## src/clfe_pkg.sv

```systemverilog
// Shared types, constants and elaboration-time functions for calo_layers_from_edge.
// Holds the side-normal sine/cosine generator and the inter-stage structs.
// No dependencies.
package clfe_pkg;

    // Geometry build options
    localparam int BARREL_SIDES       = 8;
    localparam int ENDCAP_SIDES       = 8;
    localparam int BARREL_PHASE_STEPS = 0;
    localparam int ENDCAP_PHASE_STEPS = 0;

    // Max-projection tree: leaves padded to a power of two
    localparam int MAX_SIDES   = 32;
    localparam int TREE_LEVELS = $clog2(MAX_SIDES);
    localparam int TREE_NODES  = 2 * MAX_SIDES - 1;

    // Radius unit latencies
    localparam int  POLY_LAT    = TREE_LEVELS + 2;
    localparam int  SQRT_STEPS  = 26;
    localparam int  SQRT_LAT    = SQRT_STEPS + 2;
    localparam bit  ANY_SQRT    = (BARREL_SIDES <= 2) || (ENDCAP_SIDES <= 2);
    localparam int  RAD_LAT     = ANY_SQRT ? SQRT_LAT : POLY_LAT;
    localparam int  FRONT_LAT   = RAD_LAT + 1;

    // Data widths
    localparam int COORD_W = 18;
    localparam int CFG_W   = 17;
    localparam int MRL_W   = 16;
    localparam int RAD_W   = 26;
    localparam int NUM_W   = 28;
    localparam int MAG_W   = NUM_W - 1;
    localparam int DEN_W   = CFG_W + 4;
    localparam int OUT_W   = 16;

    // Divider and back end
    localparam int DIV_STAGES = MAG_W;
    localparam int BACK_LAT   = DIV_STAGES + 1;

    // Queue between front and back
    localparam int QUEUE_DEPTH = 4;
    localparam int QPTR_W      = $clog2(QUEUE_DEPTH);
    localparam int QCNT_W      = QPTR_W + 1;

    // Configuration port
    localparam int CFG_IDX_W = 8;

    typedef enum logic [CFG_IDX_W-1:0] {
        CFG_SPLIT_Z          = 8'd0,
        CFG_BARREL_OUTER_R   = 8'd1,
        CFG_ENDCAP_OUTER_R   = 8'd2,
        CFG_ENDCAP_OUTER_Z   = 8'd3,
        CFG_BARREL_OUTER_Z   = 8'd4,
        CFG_BARREL_THICK     = 8'd5,
        CFG_ENDCAP_THICK     = 8'd6,
        CFG_MAX_REAR_LAYERS  = 8'd7
    } cfg_idx_t;

    typedef struct packed {
        logic [CFG_W-1:0] split_z;
        logic [CFG_W-1:0] barrel_outer_radius;
        logic [CFG_W-1:0] endcap_outer_radius;
        logic [CFG_W-1:0] endcap_outer_z;
        logic [CFG_W-1:0] barrel_outer_z;
        logic [CFG_W-1:0] barrel_layer_thickness;
        logic [CFG_W-1:0] endcap_layer_thickness;
        logic [MRL_W-1:0] max_rear_layers;
    } cfg_t;

    // One classified hit: three division jobs plus the region flag
    typedef struct packed {
        logic signed [NUM_W-1:0] num_a;
        logic [DEN_W-1:0]        den_a;
        logic signed [NUM_W-1:0] num_b;
        logic [DEN_W-1:0]        den_b;
        logic signed [NUM_W-1:0] num_c;
        logic [DEN_W-1:0]        den_c;
        logic                    barrel;
    } q_entry_t;

    // Quarter-wave sine polynomial, Q30 coefficients
    localparam longint unsigned SIN_C1  = 64'd1686629713;
    localparam longint unsigned SIN_C3  = 64'd693598667;
    localparam longint unsigned SIN_C5  = 64'd85569300;
    localparam longint unsigned SIN_C7  = 64'd5026990;
    localparam longint unsigned SIN_C9  = 64'd172276;
    localparam longint unsigned QUARTER = 64'd262144;

    function automatic longint unsigned quarter_sine(longint unsigned r);
        longint unsigned u2;
        longint unsigned t;
        u2 = (r * r) >> 18;
        t  = SIN_C9;
        t  = SIN_C7 - ((t * u2) >> 18);
        t  = SIN_C5 - ((t * u2) >> 18);
        t  = SIN_C3 - ((t * u2) >> 18);
        t  = SIN_C1 - ((t * u2) >> 18);
        t  = (t * r) >> 18;
        return (t + 64'd16384) >> 15;
    endfunction

    // Normal angle in 2^-20 turn
    function automatic longint unsigned angle_barrel(int i);
        longint unsigned a;
        a = (longint'(BARREL_PHASE_STEPS & 1023) << 10)
          + ((((longint'(i) << 21) / BARREL_SIDES) + 1) >> 1);
        return a & 64'hFFFFF;
    endfunction

    function automatic longint unsigned angle_endcap(int i);
        longint unsigned a;
        a = (longint'(ENDCAP_PHASE_STEPS & 1023) << 10)
          + ((((longint'(i) << 21) / ENDCAP_SIDES) + 1) >> 1);
        return a & 64'hFFFFF;
    endfunction

    // Q15 sine (want_sin) or cosine of an angle
    function automatic logic signed [16:0] norm_val(longint unsigned a, bit want_sin);
        longint unsigned q;
        longint unsigned r;
        longint          sr;
        longint          cr;
        longint          s;
        longint          c;
        q  = (a >> 18) & 64'd3;
        r  = a & (QUARTER - 64'd1);
        sr = longint'(quarter_sine(r));
        cr = longint'(quarter_sine(QUARTER - r));
        case (q)
            64'd0:   begin s = sr;  c = cr;  end
            64'd1:   begin s = cr;  c = -sr; end
            64'd2:   begin s = -sr; c = -cr; end
            default: begin s = -cr; c = sr;  end
        endcase
        return want_sin ? 17'(s) : 17'(c);
    endfunction

    function automatic int poly_sides(int p);
        return (p == 0) ? BARREL_SIDES : ENDCAP_SIDES;
    endfunction

endpackage

```

## src/clfe_queue.sv

```systemverilog
// Short FIFO of classified hits between front and back.
// Depends on clfe_pkg.
module clfe_queue (
    input  logic                 clk,
    input  logic                 rst_n,
    input  logic                 push,
    input  clfe_pkg::q_entry_t   push_data,
    output logic                 full,
    input  logic                 pop,
    output logic                 valid,
    output clfe_pkg::q_entry_t   head
);
    import clfe_pkg::*;

    q_entry_t            mem_reg [QUEUE_DEPTH];
    logic [QPTR_W-1:0]   wr_ptr_reg;
    logic [QPTR_W-1:0]   rd_ptr_reg;
    logic [QCNT_W-1:0]   count_reg;
    logic                do_pop;

    assign full   = (count_reg == QCNT_W'(QUEUE_DEPTH));
    assign valid  = (count_reg != '0);
    assign head   = mem_reg[rd_ptr_reg];
    assign do_pop = pop && valid;

    always_ff @(posedge clk or negedge rst_n)
    begin
        if (!rst_n)
        begin
            wr_ptr_reg <= '0;
            rd_ptr_reg <= '0;
            count_reg  <= '0;
        end
        else
        begin
            if (push)
            begin
                wr_ptr_reg <= wr_ptr_reg + QPTR_W'(1);
            end
            if (do_pop)
            begin
                rd_ptr_reg <= rd_ptr_reg + QPTR_W'(1);
            end
            if (push && !do_pop)
            begin
                count_reg <= count_reg + QCNT_W'(1);
            end
            else if (do_pop && !push)
            begin
                count_reg <= count_reg - QCNT_W'(1);
            end
        end
    end

    always_ff @(posedge clk)
    begin
        if (push)
        begin
            mem_reg[wr_ptr_reg] <= push_data;
        end
    end

endmodule

```

## config.mk

```make
export PLATFORM = sky130hd
export DESIGN_NAME = clfe_queue
export DESIGN_NICKNAME = d
export VERILOG_FILES = /design/src/clfe_pkg.sv /design/src/clfe_queue.sv
export SDC_FILE = /design/constraint.sdc
export NUM_CORES = 1
export LEC_CHECK = 0
export BUFFER_PORTS_ARGS = -buffer_cell sky130_fd_sc_hd__buf_4
export CORE_AREA = 2 2 192 194
export DETAILED_ROUTE_END_ITERATION = 12
export DIE_AREA = 0 0 194 196
export HOLD_SLACK_MARGIN = 0.15
export PLACE_DENSITY = 0.83
export SLEW_MARGIN = 20
export SYNTH_ARGS = -nofsm -noshare
export SYNTH_HDL_FRONTEND = slang
export SYNTH_SLANG_ARGS = --single-unit
```

## constraint.sdc

```tcl
create_clock -name clk -period 14.6 [get_ports clk]
set_clock_uncertainty 0.1 [all_clocks]
set_input_delay 1.46 -clock clk [delete_from_list [all_inputs] [get_ports clk]]
set_output_delay 1.46 -clock clk [all_outputs]
set_load 0.05 [all_outputs]
```

# Word-level counts from Yosys, hierarchy flattened
# Memory sizes are Yosys's and may differ from the RTL's.
# Cells that the tools add are included.
# op_classes
addsub	4
n_eq_ne	1
muxes	4
n_reduce_logical	7
# ops
cell	n
3-bit two-way mux	2
2-bit by 1-bit adder with 2-bit output (second input constant)	2
3-bit by 1-bit adder with 3-bit output (second input constant)	1
3-bit == test (second input constant)	1
1-bit logical AND	3
3-bit nonzero test	1
3-bit by 1-bit subtractor with 3-bit output (second input constant)	1
1-bit zero test	2
1-bit two-way mux	2
2-bit nonzero test	1
# word_totals
reg_bits	7
ram_bits	592
inputBits	152
output_inout_bits	150
word_cells	20
n_memories	1
# mem_list
name	words	width	read_ports	rd_ports_with_merged_regs	write_ports	line_no	source
mem_reg	4	148	1	0	1	clfe_queue.sv:15	q_entry_t mem_reg [QUEUE_DEPTH];

# Longest topological paths before layout
# Gate-level depths: netlist of the first run.
# logic_depth
depth_word	5
mapped_depth	8
ltp_nobuf	8

# Worst setup path after synthesis of the first run
# No wires, ideal clock.
# synth_timing
path_kind	in2reg
startpoint	input push
endpoint	memory mem_reg[1][0] in the netlist's numbering (enable)
setup_ns	0.525
arrival_time_ns	4.839
required_time_ns	13.975
slack_ns	9.137
cell_stages	1
n_path_buf	0
path_cell_list	and2_1
# synth_between
elab_chain_cells	2
# synth_lines
item	line_no	source
start, declared	clfe_queue.sv:6	input logic push,
1-bit two-way mux	clfe_queue.sv:57	if (push)
1-bit two-way mux (not written as such)	clfe_queue.sv:59	mem_reg[wr_ptr_reg] <= push_data;
end, declared	clfe_queue.sv:15	
# Every way passes these cells.

==> flow_metrics.tcl, run 1 <==
set metrics [dict create \
    power.density_nw_per_um2 236 \
    grt_max_degree 73 \
    period_share_pct 37.8 \
    wl_per_cell_um 25.8 \
    tightest_slew_ns 1.08 \
    drt-initial-drc-count 758 \
    cts_setup_buffers 0 \
    layout_common_cells "edfxtp_1 (592), buf_4 (314), mux4_2 (148), clkbuf_16 (57), clkinv_1 (20)" \
    cts.sinks 599 \
    cts_tree "built" \
    die-height_um 196 \
    vias 9732 \
    wirelength_um 42900 \
    clkTransAtPathRegs_ns 0.06 \
    clock_latency_ns 0.59 \
    synth_cell_types 20 \
    p_seq_share_pct 38.5 \
    p_total_uw 6180 \
    crit_path_frequent_cell "buf_4" \
    maxSlewHeadroom_pct 27.8 \
    max-vdd-ir-drop_v 0.000219 \
    internal-power_uw 3840 \
    postRouteAntennaNets 0 \
    placed_cells 1556 \
    root_buffer "clkbuf_16" \
    drc_errors 0 \
    multi_input_area_sq_um 3550 \
    chipWidth_um 194 \
    dr.pass1.iters 5 \
    yosysWarnings 0 \
    num-nets-final 1304 \
    grt_setup_unrepaired "false" \
    max_stage_delay_ns 0.84 \
    rows 70 \
    report.final.slew_viol_count 0 \
    initial_core_util_pct 60.2 \
    path_delay_family "buffers and inverters" \
    cts_buffer_depth 3 \
    synth_nets 966 \
    largest_reg_flops 592 \
    overflow 0 \
    final_core_util_pct 72.5 \
    hpwl_um 24100 \
    p_sw_share_pct 37.9 \
    seq_area_sq_um 18000 \
    setup_viol 0 \
    syn-cell-area_sq_um 21700 \
    viasPerCell 5.86 \
    reg2reg_setup_slack_ns 12.02 \
    io-pin-count 302 \
    area_growth_pct 20.4 \
    status "completed" \
    final.setup.tns_ns 0 \
    crit_slowest_cell "dfrtp_4" \
    p_comb_share_pct 39.6 \
    cp_max_fo 43 \
    worstSetupStartpointType "flop" \
    critPathBufInv 3 \
    maxCapViolations 0 \
    p_sw_uw 2340 \
    numCtsBuffers 56 \
    crit_required_ns 13.04 \
    worst_setup_path_end_kind "output port" \
    layout-drive-gt1-share_pct 45.6 \
    worstPathArrival_ns 3.96 \
    fin_area_sq_um 26200 \
    grt_pass1_vias 10400 \
    portBuffers 301 \
    path_class "reg2out" \
    synth-seq-area-share_pct 82.6 \
    hold_violations 0 \
    worstPathCellList "buf_4, buf_4, mux4_2, buf_4" \
    grt_pass1_wl_um 64300 \
    final_common_cell "edfxtp_1" \
    period_needed_ns 5.52 \
    synth_cells 808 \
    ctsResizeCount 0 \
    antenna_found_initial 1 \
    gp_congestion 0.722 \
    hold_class "reg2reg" \
    stdcell_count 1661 \
    fmax_mhz 181 \
    ys_ff_latch 599 \
    core_area_sq_um 36100 \
    grt_usage_pct 23.0 \
    die-area_sq_um 38000 \
    cellLeakagePower_uw 0.00892 \
    p_clk_share_pct 21.9 \
    fillers 1999 \
    placed_area_sq_um 24500 \
    postSynthAreaPerCell_sq_um 26.9 \
    cts-hold-fix-buffers 0 \
    htree_num_levels 2 \
]
Yosys cell counts:
library cell	number	share of area [%]
ha_1	5	0.29
dfrtp_1	7	0.81
xor2_1	3	0.12
nand2_1	2	0.035
clkbuf_1	4	0.069
mux2_2	1	0.052
buf_2	18	0.41
and2_1	4	0.12
nand3_1	1	0.023
or3_1	1	0.029
buf_6	11	0.57
edfxtp_1	592	82
inv_1	3	0.052
buf_4	1	0.035
xnor2_1	3	0.12
nor2_1	1	0.017
o21ai_0	1	0.023
nor3b_1	1	0.035
fa_1	1	0.092
mux4_2	148	15
final cells by class:
class                   count  share of cell area (%)
clock buffers              67                    5.59
well taps                 468                    2.24
flip-flops and latches    599                    68.6
diodes                      1                 0.00956
clock inverters            37                   0.942
multi-input cells         172                    13.6
repair buffers            314                    9.01
inverters                   3                  0.0430
kinds of logic after synthesis:
logic type | share of synthesized area, %
compound gates | 0.0230
buf+inv | 1.14
fa+ha+maj | 0.380
flops | 82.6
mux | 15.4
xor+xnor | 0.242
simple gates | 0.253
power groups by stage:
stage,clock (uW),sequential [uW],combinational (uW)
after detailed placement,0,2410,2460
after global routing,1440,2410,2550
after global placement,0,2390,2450
after CTS,1380,2390,2480
final,1350,2380,2450
after floorplan,0,2370,1850
layer usage:
layer | wire, um | part of all wire (%) | track usage (%)
met4 | 1180 | 2.8 | 8.14
met1 | 16400 | 38 | 30.4
met3 | 3050 | 7.1 | 5.84
met5 | 0 | 0 | 0
met2 | 22200 | 52 | 38.0
worst paths after layout:
kind | startpoint | to | cells past startpoint
worst max-delay path | rd_ptr_reg[0] | head[117] | 4
worst max register to register | wr_ptr_reg[0] | mem_reg[0][52] | 4
worst min register to register | count_reg[2] | count_reg[2] | 1
worst min-delay path | count_reg[2] | count_reg[2] | 1
max in group asynchronous | rst_n | rd_ptr_reg[0] | 1
min in group asynchronous | rst_n | count_reg[1] | 1
metrics by stage:
stage | worst slack (ns) | hold slack [ns]
global route | 8.72 | 0.431
floorplan | 9.14 | 0.347
finish | 9.08 | 0.397
CTS | 8.91 | 0.398
global placement | 9.56 | 0.360
detailed placement | 9.57 | 0.390
worst reg2reg max path: stages (launching register included):
cell and delay, ns:
dfrtp_1 0.42, inv_1 0.10, ha_1 0.15, and2_4 0.48
buf_4 0.88
Power figures use the tool's default switching activity.
==> inputs of run 2 (changes only) <==
--- a/config.mk
+++ b/config.mk
@@ -6,11 +6,11 @@
 export NUM_CORES = 1
 export LEC_CHECK = 0
 export BUFFER_PORTS_ARGS = -buffer_cell sky130_fd_sc_hd__buf_4
-export CORE_AREA = 2 2 192 194
+export CORE_AREA = 2 2 199 201
 export DETAILED_ROUTE_END_ITERATION = 12
-export DIE_AREA = 0 0 194 196
+export DIE_AREA = 0 0 201 203
 export HOLD_SLACK_MARGIN = 0.15
-export PLACE_DENSITY = 0.83
+export PLACE_DENSITY = 0.78
 export SLEW_MARGIN = 20
 export SYNTH_ARGS = -nofsm -noshare
 export SYNTH_HDL_FRONTEND = slang
==> constraint.sdc (replaced) <==
create_clock -name clk -period 5.4 [get_ports clk]
set_clock_uncertainty 0.1 [all_clocks]
set_input_delay 0.54 -clock clk [delete_from_list [all_inputs] [get_ports clk]]
set_output_delay 0.54 -clock clk [all_outputs]
set_load 0.05 [all_outputs]
==> run 2 against run 1 <==
  * Via count rose by 5.7%
  * Sequential power rose to 2.7 times the previous value
  * First-iteration DRC count shrank 0.13%
  * Die area grew 7.3%
  * Sequential cell count unchanged
  * Highest routed layer is now met5
==> flow_metrics.tcl, run 2 (synthesis gave the netlist of run 1 again) <==
set metrics [dict create \
    status "completed" \
    reg2regPathDepth 4 \
    ctsResizeCount 0 \
    postRouteAntennaNets 0 \
    grt_usage_pct 21.9 \
    crit_slowest_cell "dfrtp_4" \
    final_core_util_pct 72.7 \
    largest_reg_flops 592 \
    r2r-start "wr_ptr_reg[1]" \
    power.density_nw_per_um2 613 \
    reg2reg_setup_slack_ns 3.08 \
    clkTransAtPathRegs_ns 0.06 \
    p_total_uw 17100 \
    drc_errors 0 \
    report.final.slew_viol_count 0 \
    worstSetupStartpointType "flop" \
    hold_violations 0 \
    num-nets-final 1454 \
    numCtsBuffers 57 \
    critPathBufInv 2 \
    final_common_cell "edfxtp_1" \
    maxSlewHeadroom_pct 24.1 \
    htree_num_levels 2 \
    cts_tree "built" \
    worstReg2RegEnd "mem_reg[1][87]" \
    wl_per_cell_um 23.6 \
    drt-initial-drc-count 757 \
    cts_setup_buffers 0 \
    startpoint "rd_ptr_reg[1]" \
    dr.pass1.iters 5 \
    chipWidth_um 201 \
    multi_input_area_sq_um 3550 \
    path_delay_family "flip-flops" \
    setup_viol 0 \
    grt_setup_unrepaired "false" \
    worst_setup_path_end_kind "output port" \
    whs_ns 0.223 \
    initial_core_util_pct 56.5 \
    die-height_um 203 \
    endpoint "head[60]" \
    final.setup.tns_ns 0 \
    portBuffers 301 \
    period_share_pct 59.4 \
    area_growth_pct 28.7 \
    fmax_mhz 312 \
    layout-drive-gt1-share_pct 40.5 \
    gp_congestion 0.711 \
    max-vdd-ir-drop_v 0.000466 \
    period_needed_ns 3.21 \
    fillers 2083 \
    viasPerCell 5.53 \
    rows 72 \
    antenna_found_initial 3 \
    overflow 0 \
    cts_buffer_depth 3 \
    grt_pass1_vias 10900 \
    seq_area_sq_um 18000 \
    clock_latency_ns 0.59 \
    crit_required_ns 4.76 \
    hpwl_um 23400 \
    root_buffer "clkbuf_16" \
    maxCapViolations 0 \
    tightest_slew_ns 1.14 \
    hold_class "in2async" \
    grt_pass1_wl_um 66500 \
    worstPathArrival_ns 2.57 \
    vias 10300 \
    path_class "reg2out" \
    die-area_sq_um 40800 \
    core_area_sq_um 38500 \
    cts-hold-fix-buffers 151 \
    max_stage_delay_ns 0.73 \
    cp_max_fo 85 \
    cellLeakagePower_uw 0.00963 \
    layout_common_cells "edfxtp_1 (592), buf_4 (305), dlygate4sd3_1 (151), mux4_2 (148), clkbuf_16 (59)" \
    grt_max_degree 149 \
    io-pin-count 302 \
    cp_num_cells 3 \
    wirelength_um 43900 \
    cts.sinks 599 \
    worstPathCellList "buf_12, mux4_2, buf_4" \
]
run 2: cell count changes in the layout (fill, tap and decap cells not counted):
cell | before | now
bufinv_16 | 3 | 7
clkinv_2 | 11 | 5
clkbuf_16 | 57 | 59
clkinv_1 | 20 | 9
buf_12 | 0 | 7
dlygate4sd3_1 | 0 | 151
inv_6 | 0 | 2
clkinv_4 | 0 | 2
buf_4 | 314 | 305
inv_8 | 1 | 0
diode_2 | 1 | 3
clkinvlp_4 | 2 | 1
clkbuf_1 | 10 | 18
run 2: worst min path at each step:
stage / start / to / slack (ns) / cells past startpoint
2_1_floorplan: rst_n / count_reg[0] / 0.14 / 0
3_3_place_gp: rst_n / count_reg[2] / 0.26 / 1
3_5_place_dp: rst_n / count_reg[0] / 0.26 / 1
4_1_cts: rst_n / rd_ptr_reg[0] / 0.19 / 2
5_1_grt: rst_n / count_reg[2] / 0.21 / 2
6_report: rst_n / count_reg[2] / 0.22 / 2
run 2: cell type report:
class                           count  area share, %
Sequential cell                   599           64.2
Timing Repair Buffer              463           14.1
Multi-Input combinational cell    172           12.7
Clock buffer                       77           5.52
Tap cell                          518           2.32
Clock inverter                     26           1.11
Inverter                            3         0.0403
Antenna cell                        3         0.0268
run 2: worst reg2reg max path, delay by kind of cell (launching register included):
family,cells,cell delay [ns]
DFF,1,0.40
and+or+nand+nor,1,0.47
buffers and inverters,2,0.79
adders and majority gates,1,0.15
run 2: power by group:
| part | internal, uW | switching [uW] | total (uW) |
|---|---|---|---|
| registers | 6090 | 252 | 6340 |
| logic | 2330 | 4500 | 6830 |
| clock network | 2330 | 1640 | 3970 |
| total | 10700 | 6390 | 17100 |
run 2: per-stage QoR:
stage,cells,cell area [sq um],setup slack [ns]
after CTS,1858,28000,2.18
after detailed placement,1604,24600,2.84
after global placement,1604,24600,2.82
final,1861,28000,2.19
after floorplan,808,21700,0.774
after global routing,1859,28000,2.09
run 2: metal layers:
| metal | track usage (%) | routed length, um | vias to the layer above |
|---|---|---|---|
| met5 | 0 | 13 | - |
| met4 | 7.33 | 1110 | 2 |
| met3 | 4.57 | 2800 | 75 |
| met2 | 36.4 | 22600 | 365 |
| met1 | 29.6 | 17400 | 5363 |
| li1 | - | - | 4482 |
==> inputs of run 3 (changes only) <==
--- a/config.mk
+++ b/config.mk
@@ -5,12 +5,13 @@
 export SDC_FILE = /design/constraint.sdc
 export NUM_CORES = 1
 export LEC_CHECK = 0
+export ABC_AREA = 1
 export BUFFER_PORTS_ARGS = -buffer_cell sky130_fd_sc_hd__buf_4
-export CORE_AREA = 2 2 199 201
+export CORE_AREA = 2 2 207 209
 export DETAILED_ROUTE_END_ITERATION = 12
-export DIE_AREA = 0 0 201 203
+export DIE_AREA = 0 0 209 211
 export HOLD_SLACK_MARGIN = 0.15
-export PLACE_DENSITY = 0.78
+export PLACE_DENSITY = 0.79
 export SLEW_MARGIN = 20
 export SYNTH_ARGS = -nofsm -noshare
 export SYNTH_HDL_FRONTEND = slang
==> constraint.sdc (replaced) <==
create_clock -name clk -period 2.95 [get_ports clk]
set_clock_uncertainty 0.1 [all_clocks]
set_input_delay 0.295 -clock clk [delete_from_list [all_inputs] [get_ports clk]]
set_output_delay 0.295 -clock clk [all_outputs]
set_load 0.05 [all_outputs]
==> run 3 against run 2 <==
  * Non-clock buffer count up 27
  * Utilization down 0.73 points
  * Via count up 48%
  * Wire length up 22%
  * Critical path depth up 2
  * Final cell count up 52%
  * Hold slack better by 0.10 ns
  * Die area up 8.1%
==> flow_metrics.tcl, run 3 <==
set metrics [dict create \
    status "completed" \
    cts_tree "built" \
    p_clk_share_pct 20.3 \
    timing.final.ws_setup_ns 0.185 \
    pre_cts_ws_ns 0.746 \
    maxCapViolations 0 \
    grt_pass1_wl_um 80900 \
    crit_required_ns 2.56 \
    worstPathCellList "clkinv_16, buf_12, o211ai_1, nand2_1, buf_4" \
    chipWidth_um 209 \
    synth_cells 1782 \
    dr.pass1.iters 5 \
    yosysTopAreaCell "edfxtp_1" \
    synth-seq-area-share_pct 74.6 \
    muxShareOfSynthArea_pct 0 \
    synth_simple_gate_area_share_pct 7.37 \
    yosys-top-cells-count "edfxtp_1 (592), nand2_1 (464), inv_1 (307), o211ai_1 (296), buf_6 (53)" \
    worst_setup_path_end_kind "output port" \
    wirelength_um 53600 \
    synth_top_area_share_pct 73.9 \
    grt_pass1_vias 15400 \
    die-height_um 211 \
    path_class "reg2out" \
    p_seq_share_pct 33.9 \
    synth_nets 1940 \
    whs_ns 0.326 \
    internal-power_uw 19300 \
    drc_errors 0 \
    yosysWarnings 0 \
    overflow 0 \
    hold_violations 0 \
    period_needed_ns 2.76 \
    layout_common_cells "edfxtp_1 (592), nand2_1 (460), buf_4 (317), inv_1 (302), o211ai_1 (296)" \
    period_share_pct 93.7 \
    hpwl_um 29000 \
    htree_num_levels 2 \
    root_buffer "clkbuf_16" \
    gp_congestion 0.798 \
    rows 75 \
    drt-initial-drc-count 1133 \
    fmax_mhz 362 \
    cp_max_fo 69 \
    syn-cell-area_sq_um 24100 \
    vias 15200 \
    p_comb_share_pct 45.8 \
    synth_fa_ha_area_share_pct 0.343 \
    largest_reg_flops 592 \
    synth_cell_types 20 \
    core_area_sq_um 41800 \
    numCtsBuffers 56 \
    synth_top_family_by_area "compound AO/OA/AOI/OAI gates" \
    cts_buffer_depth 3 \
    path_delay_family "buffers and inverters" \
    synthFlopType "edfxtp_1" \
    die-area_sq_um 44100 \
    num-nets-final 2390 \
    max_stage_delay_ns 0.60 \
    grt_usage_pct 23.9 \
    grt_max_degree 136 \
    initial_core_util_pct 57.6 \
    io-pin-count 302 \
    critPathBufInv 3 \
    cts.sinks 599 \
    power.density_nw_per_um2 1130 \
    max-vdd-ir-drop_v 0.00103 \
    p_sw_uw 14700 \
    hold_class "in2reg" \
    postSynthAreaPerCell_sq_um 13.5 \
    worstPathArrival_ns 2.37 \
    report.final.slew_viol_count 0 \
    synthMostInstantiatedCell "edfxtp_1" \
    synth_edf_count 592 \
    cts_setup_buffers 0 \
    tightest_slew_ns 0.659 \
    ys_ff_latch 599 \
    synth_xor_area_share_pct 0.0728 \
    antenna_found_initial 6 \
    p_sw_share_pct 43.3 \
    synth_compound_area_share_pct 9.26 \
    cellLeakagePower_uw 0.0121 \
    clkTransAtPathRegs_ns 0.07 \
    layout-drive-gt1-share_pct 19.1 \
    yosys-top-cells-area "edfxtp_1 (74%), o211ai_1 (9.2%), nand2_1 (7.2%)" \
    area_growth_pct 25.0 \
    wl_per_cell_um 19.0 \
    viasPerCell 5.41 \
    final_common_cell "edfxtp_1" \
    portBuffers 301 \
    synthArstFlopShare_pct 1.17 \
    postRouteAntennaNets 0 \
    maxSlewHeadroom_pct 56.0 \
    clock_latency_ns 0.59 \
    setup_viol 0 \
    grt_setup_unrepaired "false" \
    worstSetupStartpointType "flop" \
    crit_slowest_cell "dfrtp_2" \
]
[run 3: changes by cell type after synthesis, sizes merged, moves of 4 or more]
| cell | before | now |
|---|---|---|
| o211ai | 0 | 296 |
| and2 | 4 | 0 |
| nand2 | 2 | 464 |
| mux4 | 148 | 0 |
| buf | 30 | 93 |
| inv | 3 | 309 |
[run 3: logic make-up (layout without fill, tap and decap cells)]
family | Yosys count | after routing
flops | 599 | 599
simple gates | 470 | 470
fa+ha+maj | 6 | 6
buf+inv | 408 | 903
xor+xnor | 2 | 2
other cells | 0 | 4
compound gates | 297 | 297
[run 3: final timing paths]
check | startpoint | to | slack [ns] | cells after the start
min | push_data[44] | mem_reg[0][44] | 0.33 | 2
max | rd_ptr_reg[0] | head[108] | 0.19 | 5
max in group asynchronous | rst_n | rd_ptr_reg[1] | 1.83 | 3
min in group asynchronous | rst_n | count_reg[1] | 0.60 | 3
min reg2reg | wr_ptr_reg[0] | wr_ptr_reg[0] | 0.47 | 1
max reg2reg | count_reg[0] | count_reg[2] | 0.77 | 11
[run 3: repair_timing]
item / 4_1_cts / 5_1_grt
hold endpoints to repair: 605 / 0
gates resized for setup: 0 / 2
hold buffers: 152 / 0
setup endpoints to repair: 0 / 10
[run 3: routing by layer]
| layer | global-route usage, % | vias to the layer above | part of all wire (%) |
|---|---|---|---|
| li1 | - | 7136 | - |
| met2 | 41.3 | 562 | 50 |
| met4 | 9.38 | 6 | 2.8 |
| met5 | 0 | - | 0.071 |
| met3 | 5.75 | 119 | 7.3 |
| met1 | 29.3 | 7425 | 40 |
[run 3: metrics by stage]
step           power (uW)  util (%)  setup TNS (ns)  cells  cell area (sq um)
6_report            34000      72.0               0   2820              30100
5_1_grt             35500      72.0               0   2819              30100
4_1_cts             34000      71.9               0   2815              30000
3_5_place_dp        26900      64.0               0   2560              26700
3_3_place_gp        26600      64.0               0   2560              26700
2_1_floorplan       22800         -         -239.54   1782              24100
[run 3: power groups by stage]
stage | Clock [uW] | Combinational, uW | Sequential (uW)
3_5_place_dp | 0 | 15200 | 11700
2_1_floorplan | 0 | 11100 | 11700
5_1_grt | 7330 | 16500 | 11700
6_report | 6910 | 15600 | 11500
3_3_place_gp | 0 | 15000 | 11600
4_1_cts | 7000 | 15500 | 11500
[run 3: cell type report]
class                   count  area, sq um
diodes                      4         10.0
clock buffers              71         1510
clock inverters            32          256
fillers                  2517        11700
inverters                 309         1200
multi-input cells         775         4120
flip-flops and latches    599        18000
well taps                 539          674
repair buffers            490         4320
repair inverters            1         11.3
